$ cat config.mk
export PLATFORM = sky130hd
export DESIGN_NAME = script_token_lexer_top_flat
export DESIGN_NICKNAME = d
export VERILOG_FILES = /design/src/rtl/stl_pkg.sv /design/src/rtl/stl_ifs.sv /design/src/rtl/stl_front.sv /design/src/rtl/stl_queue.sv /design/src/rtl/stl_back.sv /design/src/rtl/script_token_lexer_top.sv /design/src/flat_wrapper.sv
export SDC_FILE = /design/constraint.sdc
export NUM_CORES = 1
export LEC_CHECK = 0
export BUFFER_PORTS_ARGS = -buffer_cell sky130_fd_sc_hd__buf_2
export CAP_MARGIN = 40
export CELL_PAD_IN_SITES_DETAIL_PLACEMENT = 0
export CELL_PAD_IN_SITES_GLOBAL_PLACEMENT = 1
export CORE_UTILIZATION = 45
export CTS_CLUSTER_DIAMETER = 100
export DETAILED_ROUTE_END_ITERATION = 10
export GPL_TIMING_DRIVEN = 0
export PLACE_DENSITY_LB_ADDON = 0.1
export SLEW_MARGIN = 20
export SYNTH_ARGS = -nofsm -noshare
export SYNTH_HDL_FRONTEND = slang
export SYNTH_SLANG_ARGS = --single-unit
export TNS_END_PERCENT = 5
$ cat constraint.sdc
create_clock -name clock -period 5.1 [get_ports clock]
set_input_delay 0.51 -clock clock [delete_from_list [all_inputs] [get_ports clock]]
set_output_delay 0.51 -clock clock [all_outputs]
set_load 0.01 [all_outputs]
$ cat src/rtl/stl_pkg.sv
`default_nettype none
package stl_pkg;

   localparam int QUEUE_DEPTH = 4;
   localparam int QPTR_W      = $clog2(QUEUE_DEPTH);
   localparam int MAX_RESULTS = 8;
   localparam int RES_CNT_W   = $clog2(MAX_RESULTS + 1);

   typedef enum logic [3:0] {
      M_IDLE,
      M_LINE,
      M_BLOCK,
      M_BTAIL,
      M_IDENT,
      M_NZERO,
      M_NINT,
      M_NFRAC,
      M_NESIGN,
      M_NEXP,
      M_STR,
      M_SESC
   } mode_type;

   typedef enum logic [2:0] {
      K_IDENT,
      K_INT,
      K_FLOAT,
      K_STR,
      K_CHAR,
      K_EOF
   } kind_type;

   typedef enum logic [2:0] {
      REG_LINE_FIRST,
      REG_LINE_SECOND,
      REG_BOPEN_FIRST,
      REG_BOPEN_SECOND,
      REG_BCLOSE_FIRST,
      REG_BCLOSE_SECOND,
      REG_NEWLINE_BLANK
   } reg_index_type;

   typedef logic [1:0] op_idx_type;
   localparam op_idx_type FLUSH_OP = 2'd3;

   // s0..s2 slide as the lexer window; op i lexes s[i] with s[i+1] as lookahead
   typedef struct packed {
      logic [7:0] s0;
      logic [7:0] s1;
      logic [7:0] s2;
      logic [1:0] n_ops;
      logic       flush;
   } op_entry_type;

   typedef struct packed {
      logic [7:0] line_first;
      logic [7:0] line_second;
      logic [7:0] bopen_first;
      logic [7:0] bopen_second;
      logic [7:0] bclose_first;
      logic [7:0] bclose_second;
      logic       newline_blank;
   } cfg_type;

   localparam logic [7:0] CH_X      = 8'h78;
   localparam logic [7:0] CH_DOT    = 8'h2e;
   localparam logic [7:0] CH_MINUS  = 8'h2d;
   localparam logic [7:0] CH_NL     = 8'h0a;
   localparam logic [7:0] CH_QUOTE  = 8'h22;
   localparam logic [7:0] CH_BSLASH = 8'h5c;
   localparam logic [7:0] CH_SPACE  = 8'h20;
   localparam logic [7:0] CH_TAB    = 8'h09;
   localparam logic [7:0] CH_CR     = 8'h0d;
   localparam logic [7:0] CH_ZERO   = 8'h30;
   localparam logic [7:0] CH_E_LO   = 8'h65;
   localparam logic [7:0] CH_E_UP   = 8'h45;
   localparam logic [7:0] CH_N      = 8'h6e;
   localparam logic [7:0] CH_R      = 8'h72;
   localparam logic [7:0] CH_T      = 8'h74;

endpackage
`default_nettype wire

$ cat src/rtl/stl_ifs.sv
`default_nettype none
interface stl_req_if;
   logic       valid;
   logic       ready;
   logic [7:0] in_byte;
   logic       in_final;

   modport source (output valid, in_byte, in_final, input ready);
   modport sink (input valid, in_byte, in_final, output ready);
endinterface

interface stl_rsp_if;
   logic       valid;
   logic       ready;
   logic [7:0] out_byte;
   logic [2:0] out_kind;
   logic       has_byte;
   logic       token_close;
   logic       run_last;

   modport source (output valid, out_byte, out_kind, has_byte, token_close, run_last,
                   input ready);
   modport sink (input valid, out_byte, out_kind, has_byte, token_close, run_last,
                 output ready);
endinterface
`default_nettype wire

$ cat src/rtl/stl_front.sv
`default_nettype none
module stl_front (
   input  logic                  clock,
   input  logic                  reset,
   stl_req_if.sink               req_ch,
   output logic                  q_push,
   output stl_pkg::op_entry_type q_data,
   input  logic                  q_full
);
   import stl_pkg::*;

   logic [7:0]   cur_ff, cur_in;
   logic [7:0]   la_ff, la_in;
   logic [1:0]   fill_ff, fill_in;
   logic         accept;
   logic         flush;
   logic [7:0]   b;
   op_entry_type entry;

   assign req_ch.ready = !q_full;
   assign accept       = req_ch.valid && req_ch.ready;
   assign b            = req_ch.in_byte;
   assign flush        = req_ch.in_final || (b == 8'd0);

   always_comb begin
      entry       = '0;
      entry.flush = flush;
      if (b != 8'd0) begin
         case (fill_ff)
            2'd2: begin
               entry.s0    = cur_ff;
               entry.s1    = la_ff;
               entry.s2    = b;
               entry.n_ops = flush ? 2'd3 : 2'd1;
            end
            2'd1: begin
               entry.s0    = cur_ff;
               entry.s1    = b;
               entry.n_ops = flush ? 2'd2 : 2'd0;
            end
            default: begin
               entry.s0    = b;
               entry.n_ops = flush ? 2'd1 : 2'd0;
            end
         endcase
      end else begin
         case (fill_ff)
            2'd2: begin
               entry.s0    = cur_ff;
               entry.s1    = la_ff;
               entry.n_ops = 2'd2;
            end
            2'd1: begin
               entry.s0    = cur_ff;
               entry.n_ops = 2'd1;
            end
            default: entry.n_ops = 2'd0;
         endcase
      end
   end

   always_comb begin
      cur_in  = cur_ff;
      la_in   = la_ff;
      fill_in = fill_ff;
      if (accept) begin
         if (flush) begin
            cur_in  = 8'd0;
            la_in   = 8'd0;
            fill_in = 2'd0;
         end else begin
            case (fill_ff)
               2'd0: begin
                  cur_in  = b;
                  fill_in = 2'd1;
               end
               2'd1: begin
                  la_in   = b;
                  fill_in = 2'd2;
               end
               default: begin
                  cur_in = la_ff;
                  la_in  = b;
               end
            endcase
         end
      end
   end

   assign q_push = accept && ((entry.n_ops != 2'd0) || entry.flush);
   assign q_data = entry;

   always_ff @(posedge clock) begin
      if (reset) begin
         cur_ff  <= 8'd0;
         la_ff   <= 8'd0;
         fill_ff <= 2'd0;
      end else begin
         cur_ff  <= cur_in;
         la_ff   <= la_in;
         fill_ff <= fill_in;
      end
   end

endmodule
`default_nettype wire

$ cat src/rtl/stl_queue.sv
`default_nettype none
module stl_queue (
   input  logic                  clock,
   input  logic                  reset,
   input  logic                  push,
   input  stl_pkg::op_entry_type push_data,
   output logic                  full,
   input  logic                  pop,
   output logic                  valid,
   output stl_pkg::op_entry_type head
);
   import stl_pkg::*;

   op_entry_type      mem_ff [QUEUE_DEPTH];
   logic [QPTR_W-1:0] wr_ptr_ff, wr_ptr_in;
   logic [QPTR_W-1:0] rd_ptr_ff, rd_ptr_in;
   logic [QPTR_W:0]   count_ff, count_in;
   logic              do_push;
   logic              do_pop;

   assign full    = (count_ff == (QPTR_W + 1)'(QUEUE_DEPTH));
   assign valid   = (count_ff != '0);
   assign head    = mem_ff[rd_ptr_ff];
   assign do_push = push && !full;
   assign do_pop  = pop && valid;

   always_comb begin
      wr_ptr_in = do_push ? QPTR_W'(wr_ptr_ff + 1'b1) : wr_ptr_ff;
      rd_ptr_in = do_pop ? QPTR_W'(rd_ptr_ff + 1'b1) : rd_ptr_ff;
      count_in  = count_ff;
      if (do_push && !do_pop) begin
         count_in = (QPTR_W + 1)'(count_ff + 1'b1);
      end else if (do_pop && !do_push) begin
         count_in = (QPTR_W + 1)'(count_ff - 1'b1);
      end
   end

   always_ff @(posedge clock) begin
      if (reset) begin
         wr_ptr_ff <= '0;
         rd_ptr_ff <= '0;
         count_ff  <= '0;
      end else begin
         wr_ptr_ff <= wr_ptr_in;
         rd_ptr_ff <= rd_ptr_in;
         count_ff  <= count_in;
      end
   end

   always_ff @(posedge clock) begin
      if (do_push) begin
         mem_ff[wr_ptr_ff] <= push_data;
      end
   end

endmodule
`default_nettype wire

$ cat src/rtl/stl_back.sv
`default_nettype none
module stl_back (
   input  logic                  clock,
   input  logic                  reset,
   input  stl_pkg::cfg_type      cfg,
   input  logic                  q_valid,
   input  stl_pkg::op_entry_type q_head,
   output logic                  q_pop,
   stl_rsp_if.source             rsp_ch
);
   import stl_pkg::*;

   function automatic logic is_digit(input logic [7:0] c);
      return (c >= 8'h30) && (c <= 8'h39);
   endfunction

   function automatic logic is_letter(input logic [7:0] c);
      return ((c >= 8'h61) && (c <= 8'h7a)) || ((c >= 8'h41) && (c <= 8'h5a))
             || (c == 8'h5f);
   endfunction

   function automatic logic is_hex(input logic [7:0] c);
      return is_digit(c) || ((c >= 8'h61) && (c <= 8'h66)) || ((c >= 8'h41) && (c <= 8'h46));
   endfunction

   mode_type             mode_ff, mode_in;
   logic                 hex_ff, hex_in;
   logic                 chr_ff, chr_in;
   op_idx_type           op_idx_ff, op_idx_in;
   logic [RES_CNT_W-1:0] cnt_ff, cnt_in;

   logic                 pend_valid_ff, pend_valid_in;
   logic                 pend_last_ff;
   logic [7:0]           pend_data_ff;
   kind_type             pend_kind_ff;
   logic                 pend_close_ff;

   logic                 rsp_valid_ff, rsp_valid_in;
   logic                 rsp_last_ff;
   logic [7:0]           rsp_data_ff;
   kind_type             rsp_kind_ff;
   logic                 rsp_close_ff;

   op_idx_type           eff_idx;
   op_idx_type           next_idx;
   logic                 more_window;
   logic                 last_op;
   logic [7:0]           c;
   logic [7:0]           nx;

   mode_type             st_mode;
   logic                 st_hex;
   logic                 st_chr;
   logic                 st_emit;
   logic [7:0]           st_data;
   kind_type             st_kind;
   logic                 st_close;
   logic                 st_done;

   logic                 line_hit;
   logic                 block_hit;
   logic                 blank;

   logic                 rsp_free;
   logic                 adv;
   logic                 end_evt;
   logic                 emit_eff;
   logic                 pend_move;

   assign eff_idx     = (q_head.n_ops == 2'd0) ? FLUSH_OP : op_idx_ff;
   assign more_window = ({1'b0, eff_idx} + 3'd1) < {1'b0, q_head.n_ops};
   assign next_idx    = more_window ? op_idx_type'(eff_idx + 1'b1) : FLUSH_OP;
   assign last_op     = (eff_idx == FLUSH_OP) || (!more_window && !q_head.flush);

   always_comb begin
      case (eff_idx)
         2'd0: begin
            c  = q_head.s0;
            nx = q_head.s1;
         end
         2'd1: begin
            c  = q_head.s1;
            nx = q_head.s2;
         end
         2'd2: begin
            c  = q_head.s2;
            nx = 8'd0;
         end
         default: begin
            c  = 8'd0;
            nx = 8'd0;
         end
      endcase
   end

   assign blank = (c == CH_SPACE) || (c == CH_TAB) || (c == CH_CR)
                  || ((c == CH_NL) && cfg.newline_blank);
   assign line_hit = (cfg.line_first != 8'd0) && (c == cfg.line_first)
                     && ((cfg.line_second == 8'd0) || (nx == cfg.line_second));
   assign block_hit = (cfg.bopen_first != 8'd0) && (cfg.bopen_second != 8'd0)
                      && (cfg.bclose_first != 8'd0) && (cfg.bclose_second != 8'd0)
                      && (c == cfg.bopen_first) && (nx == cfg.bopen_second);

   // one pass of the scanner loop per cycle when it can advance, at most one result
   always_comb begin
      st_mode  = mode_ff;
      st_hex   = hex_ff;
      st_chr   = 1'b0;
      st_emit  = 1'b0;
      st_data  = c;
      st_kind  = K_CHAR;
      st_close = 1'b0;
      st_done  = 1'b0;
      if (chr_ff) begin
         st_emit  = 1'b1;
         st_close = 1'b1;
         st_done  = 1'b1;
      end else begin
         unique case (mode_ff)
            M_IDLE: begin
               if (c == 8'd0) begin
                  st_emit  = 1'b1;
                  st_kind  = K_EOF;
                  st_close = 1'b1;
                  st_done  = 1'b1;
               end else if (blank) begin
                  st_done = 1'b1;
               end else if (line_hit) begin
                  if (c == CH_NL) begin
                     st_done = 1'b1;
                  end else begin
                     st_mode = M_LINE;
                  end
               end else if (block_hit) begin
                  st_mode = M_BLOCK;
               end else if (is_letter(c)) begin
                  st_emit = 1'b1;
                  st_kind = K_IDENT;
                  st_mode = M_IDENT;
                  st_done = 1'b1;
               end else if (is_digit(c)) begin
                  st_hex = 1'b0;
                  if (c == CH_ZERO) begin
                     st_emit = 1'b1;
                     st_kind = K_INT;
                     st_mode = M_NZERO;
                     st_done = 1'b1;
                  end else begin
                     st_mode = M_NINT;
                  end
               end else if (c == CH_QUOTE) begin
                  st_mode = M_STR;
                  st_done = 1'b1;
               end else begin
                  st_emit = 1'b1;
                  st_chr  = 1'b1;
               end
            end
            M_LINE: begin
               if (c == 8'd0) begin
                  st_mode = M_IDLE;
               end else if (c == CH_NL) begin
                  st_mode = M_IDLE;
                  st_done = (cfg.line_second != 8'd0);
               end else begin
                  st_done = 1'b1;
               end
            end
            M_BLOCK: begin
               if (c == 8'd0) begin
                  st_mode = M_IDLE;
               end else begin
                  if ((c == cfg.bclose_first) && (nx == cfg.bclose_second)) begin
                     st_mode = M_BTAIL;
                  end
                  st_done = 1'b1;
               end
            end
            M_BTAIL: begin
               st_mode = M_IDLE;
               st_done = (c != 8'd0);
            end
            M_IDENT: begin
               st_kind = K_IDENT;
               st_emit = 1'b1;
               if (is_letter(c) || is_digit(c)) begin
                  st_done = 1'b1;
               end else begin
                  st_close = 1'b1;
                  st_mode  = M_IDLE;
               end
            end
            M_NZERO: begin
               st_mode = M_NINT;
               if (c == CH_X) begin
                  st_emit = 1'b1;
                  st_kind = K_INT;
                  st_hex  = 1'b1;
                  st_done = 1'b1;
               end
            end
            M_NINT: begin
               st_emit = 1'b1;
               if (is_digit(c) || (hex_ff && is_hex(c))) begin
                  st_kind = K_INT;
                  st_done = 1'b1;
               end else if (!hex_ff && (c == CH_DOT) && is_digit(nx)) begin
                  st_kind = K_FLOAT;
                  st_mode = M_NFRAC;
                  st_done = 1'b1;
               end else if (!hex_ff && ((c == CH_E_LO) || (c == CH_E_UP))) begin
                  st_kind = K_FLOAT;
                  st_mode = M_NESIGN;
                  st_done = 1'b1;
               end else begin
                  st_kind  = K_INT;
                  st_close = 1'b1;
                  st_mode  = M_IDLE;
               end
            end
            M_NFRAC: begin
               st_emit = 1'b1;
               st_kind = K_FLOAT;
               if (is_digit(c)) begin
                  st_done = 1'b1;
               end else if ((c == CH_E_LO) || (c == CH_E_UP)) begin
                  st_mode = M_NESIGN;
                  st_done = 1'b1;
               end else begin
                  st_close = 1'b1;
                  st_mode  = M_IDLE;
               end
            end
            M_NESIGN: begin
               st_mode = M_NEXP;
               st_kind = K_FLOAT;
               if (c == CH_MINUS) begin
                  st_emit = 1'b1;
                  st_done = 1'b1;
               end
            end
            M_NEXP: begin
               st_emit = 1'b1;
               st_kind = K_FLOAT;
               if (is_digit(c)) begin
                  st_done = 1'b1;
               end else begin
                  st_close = 1'b1;
                  st_mode  = M_IDLE;
               end
            end
            M_STR: begin
               st_kind = K_STR;
               if ((c == 8'd0) || (c == CH_QUOTE)) begin
                  st_emit  = 1'b1;
                  st_close = 1'b1;
                  st_mode  = M_IDLE;
                  st_done  = (c != 8'd0);
               end else if (c == CH_BSLASH) begin
                  st_mode = M_SESC;
                  st_done = 1'b1;
               end else begin
                  st_emit = 1'b1;
                  st_done = 1'b1;
               end
            end
            M_SESC: begin
               st_kind = K_STR;
               st_emit = 1'b1;
               if (c == 8'd0) begin
                  st_close = 1'b1;
                  st_mode  = M_IDLE;
               end else begin
                  if (c == CH_N) begin
                     st_data = CH_NL;
                  end else if (c == CH_R) begin
                     st_data = CH_CR;
                  end else if (c == CH_T) begin
                     st_data = CH_TAB;
                  end
                  st_mode = M_STR;
                  st_done = 1'b1;
               end
            end
            default: begin
               st_mode = M_IDLE;
            end
         endcase
      end
      if (st_close) begin
         st_data = 8'd0;
      end
   end

   // pending slot holds the newest result until it is known whether it is
   // the last one of its item
   assign rsp_free  = !rsp_valid_ff || rsp_ch.ready;
   assign adv       = q_valid && (!pend_valid_ff || rsp_free);
   assign end_evt   = adv && st_done && last_op;
   assign q_pop     = end_evt;
   assign emit_eff  = adv && st_emit && (cnt_ff < RES_CNT_W'(MAX_RESULTS));
   assign pend_move = pend_valid_ff && rsp_free && (pend_last_ff || emit_eff || end_evt);

   always_comb begin
      mode_in   = mode_ff;
      hex_in    = hex_ff;
      chr_in    = chr_ff;
      op_idx_in = op_idx_ff;
      cnt_in    = cnt_ff;
      if (adv) begin
         mode_in = st_mode;
         hex_in  = st_hex;
         chr_in  = st_chr;
         cnt_in  = RES_CNT_W'(cnt_ff + {{(RES_CNT_W-1){1'b0}}, emit_eff});
         if (st_done) begin
            op_idx_in = next_idx;
         end
         if (end_evt) begin
            op_idx_in = '0;
            cnt_in    = '0;
            if (eff_idx == FLUSH_OP) begin
               mode_in = M_IDLE;
               hex_in  = 1'b0;
            end
         end
      end
      pend_valid_in = emit_eff ? 1'b1 : (pend_move ? 1'b0 : pend_valid_ff);
      rsp_valid_in  = pend_move ? 1'b1 : (rsp_ch.ready ? 1'b0 : rsp_valid_ff);
   end

   always_ff @(posedge clock) begin
      if (reset) begin
         mode_ff       <= M_IDLE;
         hex_ff        <= 1'b0;
         chr_ff        <= 1'b0;
         op_idx_ff     <= '0;
         cnt_ff        <= '0;
         pend_valid_ff <= 1'b0;
         rsp_valid_ff  <= 1'b0;
      end else begin
         mode_ff       <= mode_in;
         hex_ff        <= hex_in;
         chr_ff        <= chr_in;
         op_idx_ff     <= op_idx_in;
         cnt_ff        <= cnt_in;
         pend_valid_ff <= pend_valid_in;
         rsp_valid_ff  <= rsp_valid_in;
      end
   end

   always_ff @(posedge clock) begin
      if (pend_move) begin
         rsp_data_ff  <= pend_data_ff;
         rsp_kind_ff  <= pend_kind_ff;
         rsp_close_ff <= pend_close_ff;
         rsp_last_ff  <= pend_last_ff || (end_evt && !emit_eff);
      end
      if (emit_eff) begin
         pend_data_ff  <= st_data;
         pend_kind_ff  <= st_kind;
         pend_close_ff <= st_close;
         pend_last_ff  <= end_evt;
      end
   end

   assign rsp_ch.valid       = rsp_valid_ff;
   assign rsp_ch.out_byte    = rsp_data_ff;
   assign rsp_ch.out_kind    = rsp_kind_ff;
   assign rsp_ch.has_byte    = !rsp_close_ff;
   assign rsp_ch.token_close = rsp_close_ff;
   assign rsp_ch.run_last    = rsp_last_ff;

   a_cnt_bound: assert property (@(posedge clock) disable iff (reset)
      cnt_ff <= RES_CNT_W'(MAX_RESULTS))
      else $error("result count per item above limit");

   a_chr_idle: assert property (@(posedge clock) disable iff (reset)
      chr_ff |-> (mode_ff == M_IDLE))
      else $error("char token close pending outside idle");

   a_flush_reset: assert property (@(posedge clock) disable iff (reset)
      (end_evt && (eff_idx == FLUSH_OP)) |=> ((mode_ff == M_IDLE) && !hex_ff))
      else $error("scanner state not cleared after end of input");

   a_pend_owner: assert property (@(posedge clock) disable iff (reset)
      (pend_valid_ff && !pend_last_ff) |-> q_valid)
      else $error("open pending result without its item at queue head");

endmodule
`default_nettype wire

$ cat src/rtl/script_token_lexer_top.sv
// Path: an item goes through the queue; each result goes through the pending slot and
// the response register, and is held until the next result or the item's end is known.
// Throughput: one item per cycle into a 4-entry queue while it is not full; the scanner
// executes one loop step per cycle when it can advance; a char token closes in its own step.
// Reset: synchronous, active high; clears window, queue, scanner and output state
// and loads register defaults.
`default_nettype none
module script_token_lexer_top (
   input  logic       clock,
   input  logic       reset,
   stl_req_if.sink    req_ch,
   stl_rsp_if.source  rsp_ch,
   input  logic       csr_we,
   input  logic [2:0] csr_index,
   input  logic [7:0] csr_wdata
);
   import stl_pkg::*;

   cfg_type      cfg_ff, cfg_in;
   logic         q_push;
   op_entry_type q_data;
   logic         q_full;
   logic         q_valid;
   logic         q_pop;
   op_entry_type q_head;

   always_comb begin
      cfg_in = cfg_ff;
      if (csr_we) begin
         unique case (reg_index_type'(csr_index))
            REG_LINE_FIRST:    cfg_in.line_first    = csr_wdata;
            REG_LINE_SECOND:   cfg_in.line_second   = csr_wdata;
            REG_BOPEN_FIRST:   cfg_in.bopen_first   = csr_wdata;
            REG_BOPEN_SECOND:  cfg_in.bopen_second  = csr_wdata;
            REG_BCLOSE_FIRST:  cfg_in.bclose_first  = csr_wdata;
            REG_BCLOSE_SECOND: cfg_in.bclose_second = csr_wdata;
            REG_NEWLINE_BLANK: cfg_in.newline_blank = csr_wdata[0];
            default: ;
         endcase
      end
   end

   always_ff @(posedge clock) begin
      if (reset) begin
         cfg_ff.line_first    <= 8'd47;
         cfg_ff.line_second   <= 8'd47;
         cfg_ff.bopen_first   <= 8'd47;
         cfg_ff.bopen_second  <= 8'd42;
         cfg_ff.bclose_first  <= 8'd42;
         cfg_ff.bclose_second <= 8'd47;
         cfg_ff.newline_blank <= 1'b1;
      end else begin
         cfg_ff <= cfg_in;
      end
   end

   stl_front u_front (
      .clock  (clock),
      .reset  (reset),
      .req_ch (req_ch),
      .q_push (q_push),
      .q_data (q_data),
      .q_full (q_full)
   );

   stl_queue u_queue (
      .clock     (clock),
      .reset     (reset),
      .push      (q_push),
      .push_data (q_data),
      .full      (q_full),
      .pop       (q_pop),
      .valid     (q_valid),
      .head      (q_head)
   );

   stl_back u_back (
      .clock   (clock),
      .reset   (reset),
      .cfg     (cfg_ff),
      .q_valid (q_valid),
      .q_head  (q_head),
      .q_pop   (q_pop),
      .rsp_ch  (rsp_ch)
   );

endmodule
`default_nettype wire
$ cat src/flat_wrapper.sv
// flat-port wrapper written by rule: the top's interface ports become plain ports
module script_token_lexer_top_flat import stl_pkg::*;
  (clock, reset, csr_we, csr_index, csr_wdata, req_ch_valid, req_ch_in_byte, req_ch_in_final, req_ch_ready, rsp_ch_valid, rsp_ch_out_byte, rsp_ch_out_kind, rsp_ch_has_byte, rsp_ch_token_close, rsp_ch_run_last, rsp_ch_ready);
  stl_req_if req_ch_i ();
  stl_rsp_if rsp_ch_i ();
  input  logic clock;
  input  logic reset;
  input  logic csr_we;
  input  logic [2:0] csr_index;
  input  logic [7:0] csr_wdata;
  input wire logic [$bits(req_ch_i.valid)-1:0] req_ch_valid;
  input wire logic [$bits(req_ch_i.in_byte)-1:0] req_ch_in_byte;
  input wire logic [$bits(req_ch_i.in_final)-1:0] req_ch_in_final;
  output wire logic [$bits(req_ch_i.ready)-1:0] req_ch_ready;
  output wire logic [$bits(rsp_ch_i.valid)-1:0] rsp_ch_valid;
  output wire logic [$bits(rsp_ch_i.out_byte)-1:0] rsp_ch_out_byte;
  output wire logic [$bits(rsp_ch_i.out_kind)-1:0] rsp_ch_out_kind;
  output wire logic [$bits(rsp_ch_i.has_byte)-1:0] rsp_ch_has_byte;
  output wire logic [$bits(rsp_ch_i.token_close)-1:0] rsp_ch_token_close;
  output wire logic [$bits(rsp_ch_i.run_last)-1:0] rsp_ch_run_last;
  input wire logic [$bits(rsp_ch_i.ready)-1:0] rsp_ch_ready;
  assign req_ch_i.valid = req_ch_valid;
  assign req_ch_i.in_byte = req_ch_in_byte;
  assign req_ch_i.in_final = req_ch_in_final;
  assign req_ch_ready = req_ch_i.ready;
  assign rsp_ch_valid = rsp_ch_i.valid;
  assign rsp_ch_out_byte = rsp_ch_i.out_byte;
  assign rsp_ch_out_kind = rsp_ch_i.out_kind;
  assign rsp_ch_has_byte = rsp_ch_i.has_byte;
  assign rsp_ch_token_close = rsp_ch_i.token_close;
  assign rsp_ch_run_last = rsp_ch_i.run_last;
  assign rsp_ch_i.ready = rsp_ch_ready;
  script_token_lexer_top u_core (.clock(clock), .reset(reset), .req_ch(req_ch_i), .rsp_ch(rsp_ch_i), .csr_we(csr_we), .csr_index(csr_index), .csr_wdata(csr_wdata));
endmodule
==> results of run 1 <==
-- metrics by stage --
stage | setup slack [ps] | total power [mW]
6_report | -140 | 8.16
5_1_grt | -287 | 8.56
4_1_cts | -37.8 | 7.94
3_5_place_dp | -1550 | 5.46
3_3_place_gp | -1650 | 5.42
2_1_floorplan | -47.8 | 4.51
-- layer usage --
| layer | wire, um | global-route usage | part of all wire |
|---|---|---|---|
| met1 | 17600 | 0.425 | 0.47 |
| met2 | 16800 | 0.435 | 0.44 |
| met3 | 2490 | 0.0265 | 0.066 |
| met4 | 842 | 0.0783 | 0.022 |
| met5 | 0 | 0 | 0 |
-- how the worst max path moves through the flow --
stage	slack (ps)	endpoint	start	depth (start not counted)
2_1_floorplan	-50	u_core.u_queue.count_ff[2]$_SDFFE_PP0P_	register	25
3_3_place_gp	-1650	u_core.u_queue.count_ff[2]$_SDFFE_PP0P_	register	22
3_5_place_dp	-1550	u_core.u_back.rsp_ch.token_close$_DFFE_PP_	register	18
4_1_cts	-40	u_core.u_queue.count_ff[2]$_SDFFE_PP0P_	register	25
5_1_grt	-290	u_core.u_queue.count_ff[2]$_SDFFE_PP0P_	register	22
6_report	-140	u_core.u_queue.count_ff[2]$_SDFFE_PP0P_	register	24
-- final cells by class --
cell class | instances | area, sq um
flip-flops and latches | 224 | 5830
clock buffers | 34 | 706
well taps | 335 | 419
repair buffers | 100 | 707
fillers | 2270 | 11400
plain buffers | 49 | 339
clock inverters | 14 | 151
inverters | 24 | 103
multi-input cells | 858 | 6260
-- worst min-delay path, delay by kind of cell --
| kind | cells | cell delay, ps |
|---|---|---|
| AOI/OAI and AO/OA | 1 | 50 |
| buffers and inverters | 1 | 140 |
| and+or+nand+nor | 1 | 60 |
-- flip-flops by register name (all words and copies together), names as in the netlist, 2 cells and up, named ones only --
register / cells
u_core.u_queue.mem_ff: 108
u_core.cfg_ff: 49
u_core.u_back.pend_data_ff: 8
u_core.u_back.rsp_ch.out_byte: 8
u_core.u_front.cur_ff: 8
u_core.u_front.la_ff: 8
u_core.u_back.cnt_ff: 4
u_core.u_back.mode_ff: 4
u_core.u_back.pend_kind_ff: 3
u_core.u_back.rsp_ch.out_kind: 3
u_core.u_queue.count_ff: 3
u_core.u_back.op_idx_ff: 2
u_core.u_front.fill_ff: 2
u_core.u_queue.rd_ptr_ff: 2
u_core.u_queue.wr_ptr_ff: 2
-- cells by family (layout without fill, tap and decap cells) --
kind of cell | count (synthesis) | after routing | share of synthesized area
fa+ha+maj | 17 | 17 | 0.0192
buf+inv | 79 | 221 | 0.0318
mux | 94 | 94 | 0.0867
flops | 224 | 224 | 0.492
compound gates | 276 | 276 | 0.163
xor+xnor | 15 | 15 | 0.0111
simple gates | 455 | 456 | 0.197
-- power by group through the flow --
stage	Sequential, mW	Clock, mW	Combinational (mW)
floorplan	2.33	0	2.18
global placement	2.33	0	3.09
detailed placement	2.33	0	3.12
CTS	2.30	1.87	3.78
global route	2.32	1.94	4.30
finish	2.30	1.84	4.03
-- what timing repair did --
| item | CTS | global route |
|---|---|---|
| pin swaps | 31 | 13 |
| hold buffers | 0 | 0 |
| setup endpoints to repair | 60 | 18 |
| setup buffers | 38 | 10 |
| cloned | 2 | 1 |
| resized for setup | 115 | 24 |
-- cells in the mapped netlist (5+ instances only) --
| library cell | count |
|---|---|
| a22oi_1 | 19 |
| o22a_1 | 16 |
| or4_1 | 6 |
| nor3_2 | 5 |
| inv_1 | 21 |
| dfxtp_1 | 90 |
| nor2_1 | 94 |
| xnor2_1 | 9 |
| nand2_1 | 143 |
| buf_2 | 6 |
| mux2_2 | 20 |
| nor3_1 | 24 |
| and3_1 | 8 |
| ha_1 | 15 |
| nand3b_1 | 9 |
| nor4_1 | 25 |
| or3_1 | 13 |
| o21ai_0 | 36 |
| nand3_1 | 38 |
| edfxtp_1 | 134 |
| o211ai_1 | 6 |
| nor2b_1 | 13 |
| o22ai_1 | 38 |
| clkbuf_1 | 36 |
| o31ai_1 | 8 |
| nand4_1 | 16 |
| mux2i_1 | 67 |
| nand2b_1 | 18 |
| xor2_1 | 6 |
| and2_1 | 17 |
| a31oi_1 | 11 |
| a211oi_1 | 10 |
| buf_6 | 5 |
| o21a_1 | 7 |
| a21oi_1 | 63 |
==> flow_summary_export.csv, run 1 <==
group,metric,value,unit
timing,skew,21.6,ps
global_routing,antenna_found_initial,0,
die,coreArea,25900,sq um
timing,worst_slack,-140,ps
clock_tree,clk_latency,550,ps
worst_hold_path,hold_path.class,"input pin to register",
finish,finish.instance_area,14500,sq um
drt,drt_wl_total,37.7,mm
drt,drtAntennaViolNets,0,
timing,setup_violations,15,
place,dp_hpwl,26.9,mm
logic_synthesis,ys_warn_count,0,
logic_synthesis,yosys.area.top_type_share,0.340,
timing,period_share,1.03,
power,combinationalPowerShare,0.493,
timing,final-hold-violation-count,0,
finish,layout-drive-gt1-share,0.223,
logic_synthesis,synth_ff_type,"edfxtp_1",
logic_synthesis,synth.area.top_cells,"edfxtp_1, dfxtp_1, mux2i_1, nand2_1, nor2_1",
run_status,violations,"setup timing",
worst_setup_path,cpLargestDelayFamily,"simple AND/OR/NAND/NOR gates",
global_routing,grt-ovfl-total,0,
timing,max_freq,191,MHz
clock_tree,ctsLongestPathBuffers,3,
die,die_width,164,um
die,rows,59,
clock_tree,cts-buffers-inserted,26,
place,placedInstanceArea,12600,sq um
finish,layout.nets,1325,
global_routing,grt_max_degree,27,
worst_setup_path,critical_path_class,"register to register",
finish,final_cells,1638,
worst_setup_path,ff2ff_setup_slack,-140,ps
clock_tree,cts-root-buf,"clkbuf_16",
worst_setup_path,cp.required,5570,ps
worst_setup_path,reg2reg_to,"u_core.u_queue.count_ff[2]$_SDFFE_PP0P_",
global_routing,grt_pass1_wl,56.8,mm
power,p_int,4.87,mW
clock_tree,clkTransAtPathRegs,60,ps
worst_setup_path,critical-path-max-stage-delay,600,ps
drt,remaining_drc_errors,0,
die,start_util,0.457,
finish,layout_common_cells,"nand2_1, edfxtp_1, dfxtp_1",
power,swShare,0.403,
timing,rsz0062_at_grt,"true",
die,die_height,164,um
worst_setup_path,cp_cell_sequence,"buf_8 > mux4_2 > nor2_4 > nor2_4 > buf_4 > ha_4 > nand2b_4 > buf_6 > nor2_4 > or4_1 > buf_4 > nand4_1 > a31oi_2 > or3b_1 > or3_1 > nand3_2 > a211oi_4 > nor2_8 > ha_4 > inv_2 > fa_2 > xor2_1 > or3_1 > a21oi_2",
worst_setup_path,critical_path_arrival,5710,ps
finish,layout_commonest_cell,"nand2_1",
power,pwr-share-seq,0.282,
logic_synthesis,async_flop_share,0,
worst_setup_path,end_kind,"register",
drt,vias,10100,
worst_hold_path,hp-start,"csr_wdata[7]",
worst_setup_path,slowest_stage,"mux4_2",
logic_synthesis,ys_ff_latch,224,
timing,relSlewSlack,0.408,
power,leakage,5.09,nW
drt,drt_iter0_drc,937,
clock_tree,cts-htree-levels,1,
logic_synthesis,avgSynthCellArea,10.2,sq um
worst_hold_path,whs_endpoint,"u_core.cfg_ff[8]$_SDFFE_PP0P_",
worst_setup_path,crit_buf_inv,5,
die,dieArea,27000,sq um
drt,avgRoutedWirePerCell,23.0,um
logic_synthesis,netlist_instances,1160,
timing,hold_ws,273,ps
timing,setup-tns-final,-1410,ps
worst_hold_path,worstHoldPathCells,3,
power,p_per_area,562,nW/um^2
timing,timing.final.crit_period,5240,ps
finish,area_growth,22.6,%
logic_synthesis,synth_edf_count,134,
place,gp_congestion,0.915,
timing,tightest_slew,888,ps
global_routing,grtUsageTotal,0.284,
drt,via_per_inst,6.14,
drt,drt_pass1_iterations,5,
logic_synthesis,synth_cell_type_count,97,
finish,final_util,0.560,
worst_setup_path,worstRegToRegCells,24,
die,ios,41,
clock_tree,cts.sinks,224,
run,drv_cap,0,
power,peakVddDrop,0.350,mV
logic_synthesis,synth_area,11800,sq um
clock_tree,cts_tree,"built",
finish,diodes,0,
logic_synthesis,ys_seq_area_frac,0.492,
timing,final_max_slew_viol_count,0,
run_status,status,"finished, violations left",
worst_setup_path,critPathMostFrequentCell,"nor2_4",
power,clockPowerShare,0.225,
logic_synthesis,netlist.top_cell.by_area,"edfxtp_1",
global_routing,grt_pass1_vias,9257,
logic_synthesis,synth_nets,1202,
place,portBuffers,40,
worst_setup_path,cp-start-kind,"register",
worst_setup_path,worstPathMaxFanout,8,
power,p_sw,3.29,mW
place,dp.cells,1545,
Power figures use the tool's default switching activity.
==> inputs of run 2 (changes only) <==
- ABC_AREA: not set -> 1
- CORE_UTILIZATION: 45 -> 43
==> run 2 against run 1 <==
Effect of this change: the flow now finishes without violations; register-to-register slack improved by 480 ps; critical path depth is 8 higher; combinational power up 6.2%; global-route usage shrank 2.7 points; core utilization is 5.0 points lower; hold slack lost 6.0 ps; non-clock buffer count shrank 45; sequential share of layout area grew 2.1 points; cell count grew 18%; synthesized area rose by 0.39%; die area up 5.0%; fmax is 10% higher; critical endpoint unchanged.
==> flow_summary_export.csv, run 2 <==
group,metric,value,unit
run_status,status,"finished, final reports clean",
logic_synthesis,synth_ff_type,"edfxtp_1",
global_routing,grt_pass1_wl,55.6,mm
finish,layout-drive-gt1-share,0.132,
timing,setup-tns-final,0,ps
finish,top_register,"u_core.u_queue.mem_ff",
worst_setup_path,critPathMostFrequentCell,"nand2_1",
clock_tree,cts-htree-levels,1,
global_routing,grt_max_degree,19,
drt,drt_iter0_drc,991,
die,die_height,168,um
worst_setup_path,slowest_stage,"fa_1",
clock_tree,cts_hold_buffers,0,
worst_hold_path,hold_path.class,"input pin to register",
finish,layout_common_cells,"nand2_1, nand3_1, inv_1",
worst_setup_path,critical-path-max-stage-delay,380,ps
drt,drtAntennaViolNets,0,
worst_setup_path,cp-start-kind,"register",
timing,skew,22.8,ps
logic_synthesis,ys_seq_area_frac,0.490,
worst_setup_path,reg2reg_to,"u_core.u_queue.count_ff[2]$_SDFFE_PP0P_",
die,start_util,0.440,
worst_setup_path,crit_buf_inv,8,
finish,largest_reg_flops,108,
timing,final_max_slew_viol_count,0,
global_routing,grtUsageTotal,0.257,
logic_synthesis,ys_ff_latch,224,
timing,period_share,0.934,
drt,vias,10500,
worst_setup_path,critical_path_arrival,5190,ps
finish,finish.instance_area,13800,sq um
timing,max_freq,210,MHz
die,die_width,168,um
drt,drt_pass1_iterations,7,
place,portBuffers,40,
global_routing,antenna_found_initial,0,
global_routing,grt_pass1_vias,9579,
worst_setup_path,critical_path_class,"register to register",
finish,layout_commonest_cell,"nand2_1",
worst_hold_path,worstHoldPathCells,3,
power,pwr-share-seq,0.278,
worst_setup_path,worstPathMaxFanout,13,
finish,largest_registers,"u_core.u_queue.mem_ff: 108 flops, u_core.cfg_ff: 49 flops",
logic_synthesis,synth_cell_type_count,50,
drt,remaining_drc_errors,0,
worst_setup_path,ff2ff_setup_slack,340,ps
die,dieArea,28300,sq um
power,p_per_area,615,nW/um^2
timing,final-hold-violation-count,0,
logic_synthesis,synth.area.top_cells,"edfxtp_1, dfxtp_1, nand2_1, nand3_1, inv_1",
logic_synthesis,synth_nets,1527,
clock_tree,cts.sinks,224,
finish,area_growth,16.0,%
worst_setup_path,cpLargestDelayFamily,"simple AND/OR/NAND/NOR gates",
logic_synthesis,post-synth-top-count-cell,"nand2_1",
power,swShare,0.456,
logic_synthesis,netlist_instances,1485,
power,p_int,4.61,mW
finish,diodes,0,
logic_synthesis,netlist.top_cell.by_area,"edfxtp_1",
run,drv_cap,0,
logic_synthesis,synth_area,11900,sq um
worst_setup_path,end_kind,"register",
clock_tree,cts-root-buf,"clkbuf_16",
drt,via_per_inst,5.42,
place,dp_hpwl,27.4,mm
clock_tree,cts-buffers-inserted,27,
die,rows,60,
global_routing,grt-ovfl-total,0,
worst_hold_path,hp-start,"req_ch_in_byte[4]",
timing,setup_violations,0,
power,combinationalPowerShare,0.505,
drt,avgRoutedWirePerCell,19.0,um
worst_setup_path,worstRegToRegCells,32,
worst_hold_path,whs_endpoint,"u_core.u_front.la_ff[4]$_SDFFE_PP0P_",
place,placedInstanceArea,12700,sq um
die,ios,41,
power,peakVddDrop,0.411,mV
timing,timing.final.crit_period,4760,ps
timing,hold_ws,267,ps
logic_synthesis,ys_warn_count,0,
clock_tree,ctsLongestPathBuffers,3,
logic_synthesis,avgSynthCellArea,8.01,sq um
power,p_sw,3.87,mW
finish,layout.nets,1610,
die,coreArea,27000,sq um
logic_synthesis,async_flop_share,0,
place,gp_congestion,0.929,
clock_tree,clkTransAtPathRegs,60,ps
power,clockPowerShare,0.217,
logic_synthesis,yosys.area.top_type_share,0.338,
power,leakage,5.86,nW
clock_tree,cts_tree,"built",
clock_tree,clk_latency,550,ps
timing,tightest_slew,1010,ps
timing,relSlewSlack,0.320,
logic_synthesis,synth_edf_count,134,
logic_synthesis,synth_common_cells,"nand2_1, nand3_1, inv_1, edfxtp_1, nor2_1",
drt,drt_wl_total,36.6,mm
worst_setup_path,cp.required,5530,ps
[run 2: changes by cell type after synthesis, sizes merged, moves of 18 or more]
cell / before / now
a21oi: 63 / 86
a22oi: 19 / 0
inv: 23 / 170
mux2: 23 / 0
mux2i: 67 / 0
nand2: 143 / 417
nand2b: 18 / 0
nand3: 39 / 200
nor2: 95 / 135
nor4: 28 / 10
o21ai: 38 / 79
o22ai: 40 / 1
[run 2: logic make-up after synthesis]
group,Yosys count,synth area share
and+or+nand+nor,801,0.305
DFF,224,0.490
buffers and inverters,221,0.0778
AOI/OAI and AO/OA,205,0.0960
xor gates and xnor gates,17,0.0125
adders and majority gates,17,0.0191
[run 2: worst max-delay path by stage]
stage	start	to	slack, ps	cells after the start
2_1_floorplan	register	u_core.u_queue.count_ff[2]$_SDFFE_PP0P_	880	32
3_3_place_gp	register	u_core.u_back.cnt_ff[3]$_SDFFE_PP0P_	-690	33
6_report	register	u_core.u_queue.count_ff[2]$_SDFFE_PP0P_	340	32
4_1_cts	register	u_core.u_queue.count_ff[2]$_SDFFE_PP0P_	60	32
5_1_grt	register	u_core.u_queue.count_ff[2]$_SDFFE_PP0P_	-80	32
3_5_place_dp	register	u_core.u_back.cnt_ff[3]$_SDFFE_PP0P_	-640	33
[run 2: worst reg2reg max path, delay by kind of cell (launching register included)]
family	cells	cell delay [ps]
buffers and inverters	8	1010
AND/OR/NAND/NOR	17	2100
adder cells (fa/ha/maj)	3	750
flip-flops	1	330
AO/OA/AOI/OAI	4	450
[run 2: area by class of cell]
| cell class | count | area [sq um] |
|---|---|---|
| multi-input combinational | 1040 | 5340 |
| fill | 2661 | 13200 |
| buffer | 47 | 280 |
| tap | 341 | 427 |
| sequential | 224 | 5830 |
| timing repair buffer | 57 | 415 |
| clock buffer | 36 | 739 |
| clock inverter | 14 | 111 |
| inverter | 171 | 659 |
[run 2: routing by layer]
| metal | GRT usage | share of wire | vias to the layer above | wire length (um) |
|---|---|---|---|---|
| met1 | 0.374 | 0.47 | 4954 | 17300 |
| li1 | - | - | 5134 | - |
| met2 | 0.399 | 0.44 | 329 | 16200 |
| met4 | 0.0696 | 0.020 | 0 | 732 |
| met5 | 0 | 0 | - | 0 |
| met3 | 0.0364 | 0.064 | 46 | 2360 |
[run 2: power groups by stage]
stage	combinational, mW	sequential [mW]	clock, mW
2_1_floorplan	2.65	2.39	0
3_3_place_gp	3.88	2.40	0
3_5_place_dp	3.90	2.40	0
4_1_cts	3.99	2.36	1.88
5_1_grt	4.68	2.38	1.94
6_report	4.28	2.36	1.84
[run 2: per-stage QoR]
step	worst slack, ps	util	cells	power [mW]
final	339	0.510	1930	8.49
after global routing	-79.4	0.510	1930	9.01
after CTS	56.4	0.502	1919	8.22
after detailed placement	-640	0.469	1871	6.29
after global placement	-690	0.463	1866	6.27
after floorplan	875	-	1485	5.05
[run 2: repair_timing]
action                                  CTS  global route
gates resized for setup                  13            36
pin swaps                                 0             4
endpoints found under the setup margin   34            19
setup buffers                             1            11
==> inputs of run 3 (changes only) <==
- CORE_UTILIZATION: 43 -> 44
- CTS_BUF_LIST: not set -> sky130_fd_sc_hd__clkbuf_8
- CTS_CLUSTER_SIZE: not set -> 24
- GPL_TIMING_DRIVEN: 0 -> not set
==> run 3 against run 2 <==
Effect of this change: the run now ends with DRC left; clock skew up 14 ps; power down 16%; die area down 2.2%; core utilization down 2.6 points; clock power down 52%; sequential power about the same; sequential share of layout area up 3.5 points; worst setup slack better by 58 ps; register-to-register slack better by 60 ps; via count down 3.5%; critical path type unchanged; largest cell class unchanged.
==> flow_summary_export.csv, run 3 (synthesis results as in run 2) <==
group,metric,value,unit
worst_setup_path,critical-path-max-stage-delay,430,ps
run_status,status,"finished, violations left",
power,p_int,3.65,mW
finish,layout_common_cells,"nand2_1, nand3_1, inv_1",
finish,largest_reg_flops,108,
power,clockPowerShare,0.124,
power,swShare,0.487,
finish,diodes,0,
finish,layout_commonest_cell,"nand2_1",
timing,tightest_slew,780,ps
place,dp_hpwl,25.8,mm
global_routing,grt-ovfl-total,0,
die,die_height,166,um
finish,layout-drive-gt1-share,0.0996,
clock_tree,cts-root-buf,"clkbuf_8",
run_status,violations,"DRC",
worst_setup_path,ff2ff_setup_slack,400,ps
drt,via_per_inst,5.45,
worst_setup_path,crit_path_end,"u_core.u_queue.count_ff[2]$_SDFFE_PP0P_",
global_routing,antenna_found_initial,0,
place,dp.cells,1827,
drt,drtAntennaViolNets,0,
worst_setup_path,end_kind,"register",
place,portBuffers,40,
finish,finish.instance_area,12700,sq um
timing,final_max_slew_viol_count,0,
clock_tree,cts_tree,"built",
worst_setup_path,worstRegToRegCells,26,
global_routing,grtUsageTotal,0.255,
timing,skew,36.8,ps
worst_setup_path,worstPathMaxFanout,10,
clock_tree,cts-htree-levels,1,
drt,drt_pass1_iterations,8,
power,peakVddDrop,0.376,mV
worst_setup_path,critical_path_class,"register to register",
clock_tree,cts-buffers-inserted,13,
worst_setup_path,reg2reg_to,"u_core.u_queue.count_ff[2]$_SDFFE_PP0P_",
global_routing,grt_pass1_wl,55.1,mm
timing,max_freq,213,MHz
timing,timing.final.crit_period,4700,ps
clock_tree,cts_hold_buffers,0,
worst_hold_path,hold_path.class,"input pin to register",
drt,drt_iter0_drc,877,
finish,largest_registers,"u_core.u_queue.mem_ff: 108 flops, u_core.cfg_ff: 49 flops",
finish,top_register,"u_core.u_queue.mem_ff",
die,rows,59,
place,placedInstanceArea,12400,sq um
place,gp_congestion,0.943,
drt,remaining_drc_errors,2,
finish,final_cells,1851,
drt,avgRoutedWirePerCell,18.8,um
clock_tree,clk_latency,550,ps
worst_setup_path,slowest_stage,"dfxtp_2",
clock_tree,clkTransAtPathRegs,140,ps
die,die_width,166,um
power,combinationalPowerShare,0.544,
worst_setup_path,critical_path_arrival,5140,ps
drt,drt_wl_total,34.9,mm
worst_setup_path,cp.required,5540,ps
worst_setup_path,cp-start-kind,"register",
finish,area_growth,7.15,%
power,p_per_area,559,nW/um^2
clock_tree,cts.sinks,224,
global_routing,grt_max_degree,58,
die,dieArea,27700,sq um
timing,setup-tns-final,0,ps
clock_tree,ctsLongestPathBuffers,3,
power,p_sw,3.47,mW
die,coreArea,26300,sq um
timing,final-hold-violation-count,0,
finish,final_util,0.485,
timing,period_share,0.922,
timing,setup_violations,0,
run,drv_cap,0,
timing,relSlewSlack,0.475,
drt,vias,10100,
power,pwr-share-seq,0.332,
finish,layout.nets,1551,
global_routing,grt_pass1_vias,9711,
worst_setup_path,critPathMostFrequentCell,"nand2_1",
power,leakage,5.43,nW
die,ios,41,
die,start_util,0.452,
[run 3: cell types whose count changed in the layout (fill, tap and decap cells not counted), sizes merged]
cell      previous run  this run
clkinvlp             2         1
clkinv              11         3
buf                 78        59
inv                171       175
clkbuf              62        13
[run 3: what timing repair did]
item	4_1_cts	5_1_grt
setup buffers	0	1
gates resized for setup	0	14
setup endpoints to repair	0	15
[run 3: through the flow]
| step | setup WS (ps) | power (mW) | hold slack, ps |
|---|---|---|---|
| 2_1_floorplan | 875 | 5.05 | 400 |
| 3_3_place_gp | 236 | 6.19 | 401 |
| 3_5_place_dp | 235 | 6.21 | 405 |
| 4_1_cts | 198 | 7.10 | 214 |
| 5_1_grt | -6.52 | 7.64 | 247 |
| 6_report | 396 | 7.12 | 244 |
[run 3: final cells by class]
cell class,count,area [sq um]
flip-flops and latches,224,5830
fillers,2672,13500
well taps,335,419
clock inverters,9,76.3
multi-input cells,1040,5200
clock buffers,13,179
inverters,171,654
repair buffers,59,388
[run 3: worst max-delay path, delay by kind of cell, from the launching register on]
family | cells | cell delay [ps]
simple gates | 15 | 2270
fa+ha+maj | 3 | 800
compound gates | 5 | 780
flops | 1 | 430
buf+inv | 3 | 310
[run 3: power groups by stage]
| stage | sequential, mW | clock [mW] | combinational (mW) |
|---|---|---|---|
| floorplan | 2.39 | 0 | 2.65 |
| detailed placement | 2.41 | 0 | 3.81 |
| global placement | 2.40 | 0 | 3.78 |
| CTS | 2.37 | 0.914 | 3.82 |
| finish | 2.36 | 0.882 | 3.87 |
| global route | 2.39 | 0.972 | 4.28 |
[run 3: routing by layer]
| metal | part of all wire | wire length, um | global-route usage |
|---|---|---|---|
| met4 | 0.029 | 1020 | 0.0757 |
| met3 | 0.039 | 1380 | 0.0265 |
| met1 | 0.46 | 16000 | 0.346 |
| met5 | 0 | 0 | 0 |
| met2 | 0.47 | 16500 | 0.430 |
[run 3: worst min path at each step]
stage / startpoint / end / slack [ps] / depth (start not counted)
final: rsp_ch_ready / u_core.u_back.rsp_ch.valid$_SDFFE_PP0P_ / 240 / 4
after global routing: rsp_ch_ready / u_core.u_back.rsp_ch.valid$_SDFFE_PP0P_ / 250 / 4
after CTS: rsp_ch_ready / u_core.u_back.rsp_ch.valid$_SDFFE_PP0P_ / 210 / 4
after detailed placement: u_core.u_back.pend_data_ff[2]$_SDFFCE_PP0P_ / u_core.u_back.rsp_ch.out_byte[2]$_DFFE_PP_ / 400 / 0
after global placement: u_core.u_back.pend_data_ff[0]$_SDFFCE_PP0P_ / u_core.u_back.rsp_ch.out_byte[0]$_DFFE_PP_ / 400 / 0
after floorplan: u_core.u_back.pend_data_ff[0]$_SDFFCE_PP0P_ / u_core.u_back.rsp_ch.out_byte[0]$_DFFE_PP_ / 400 / 0
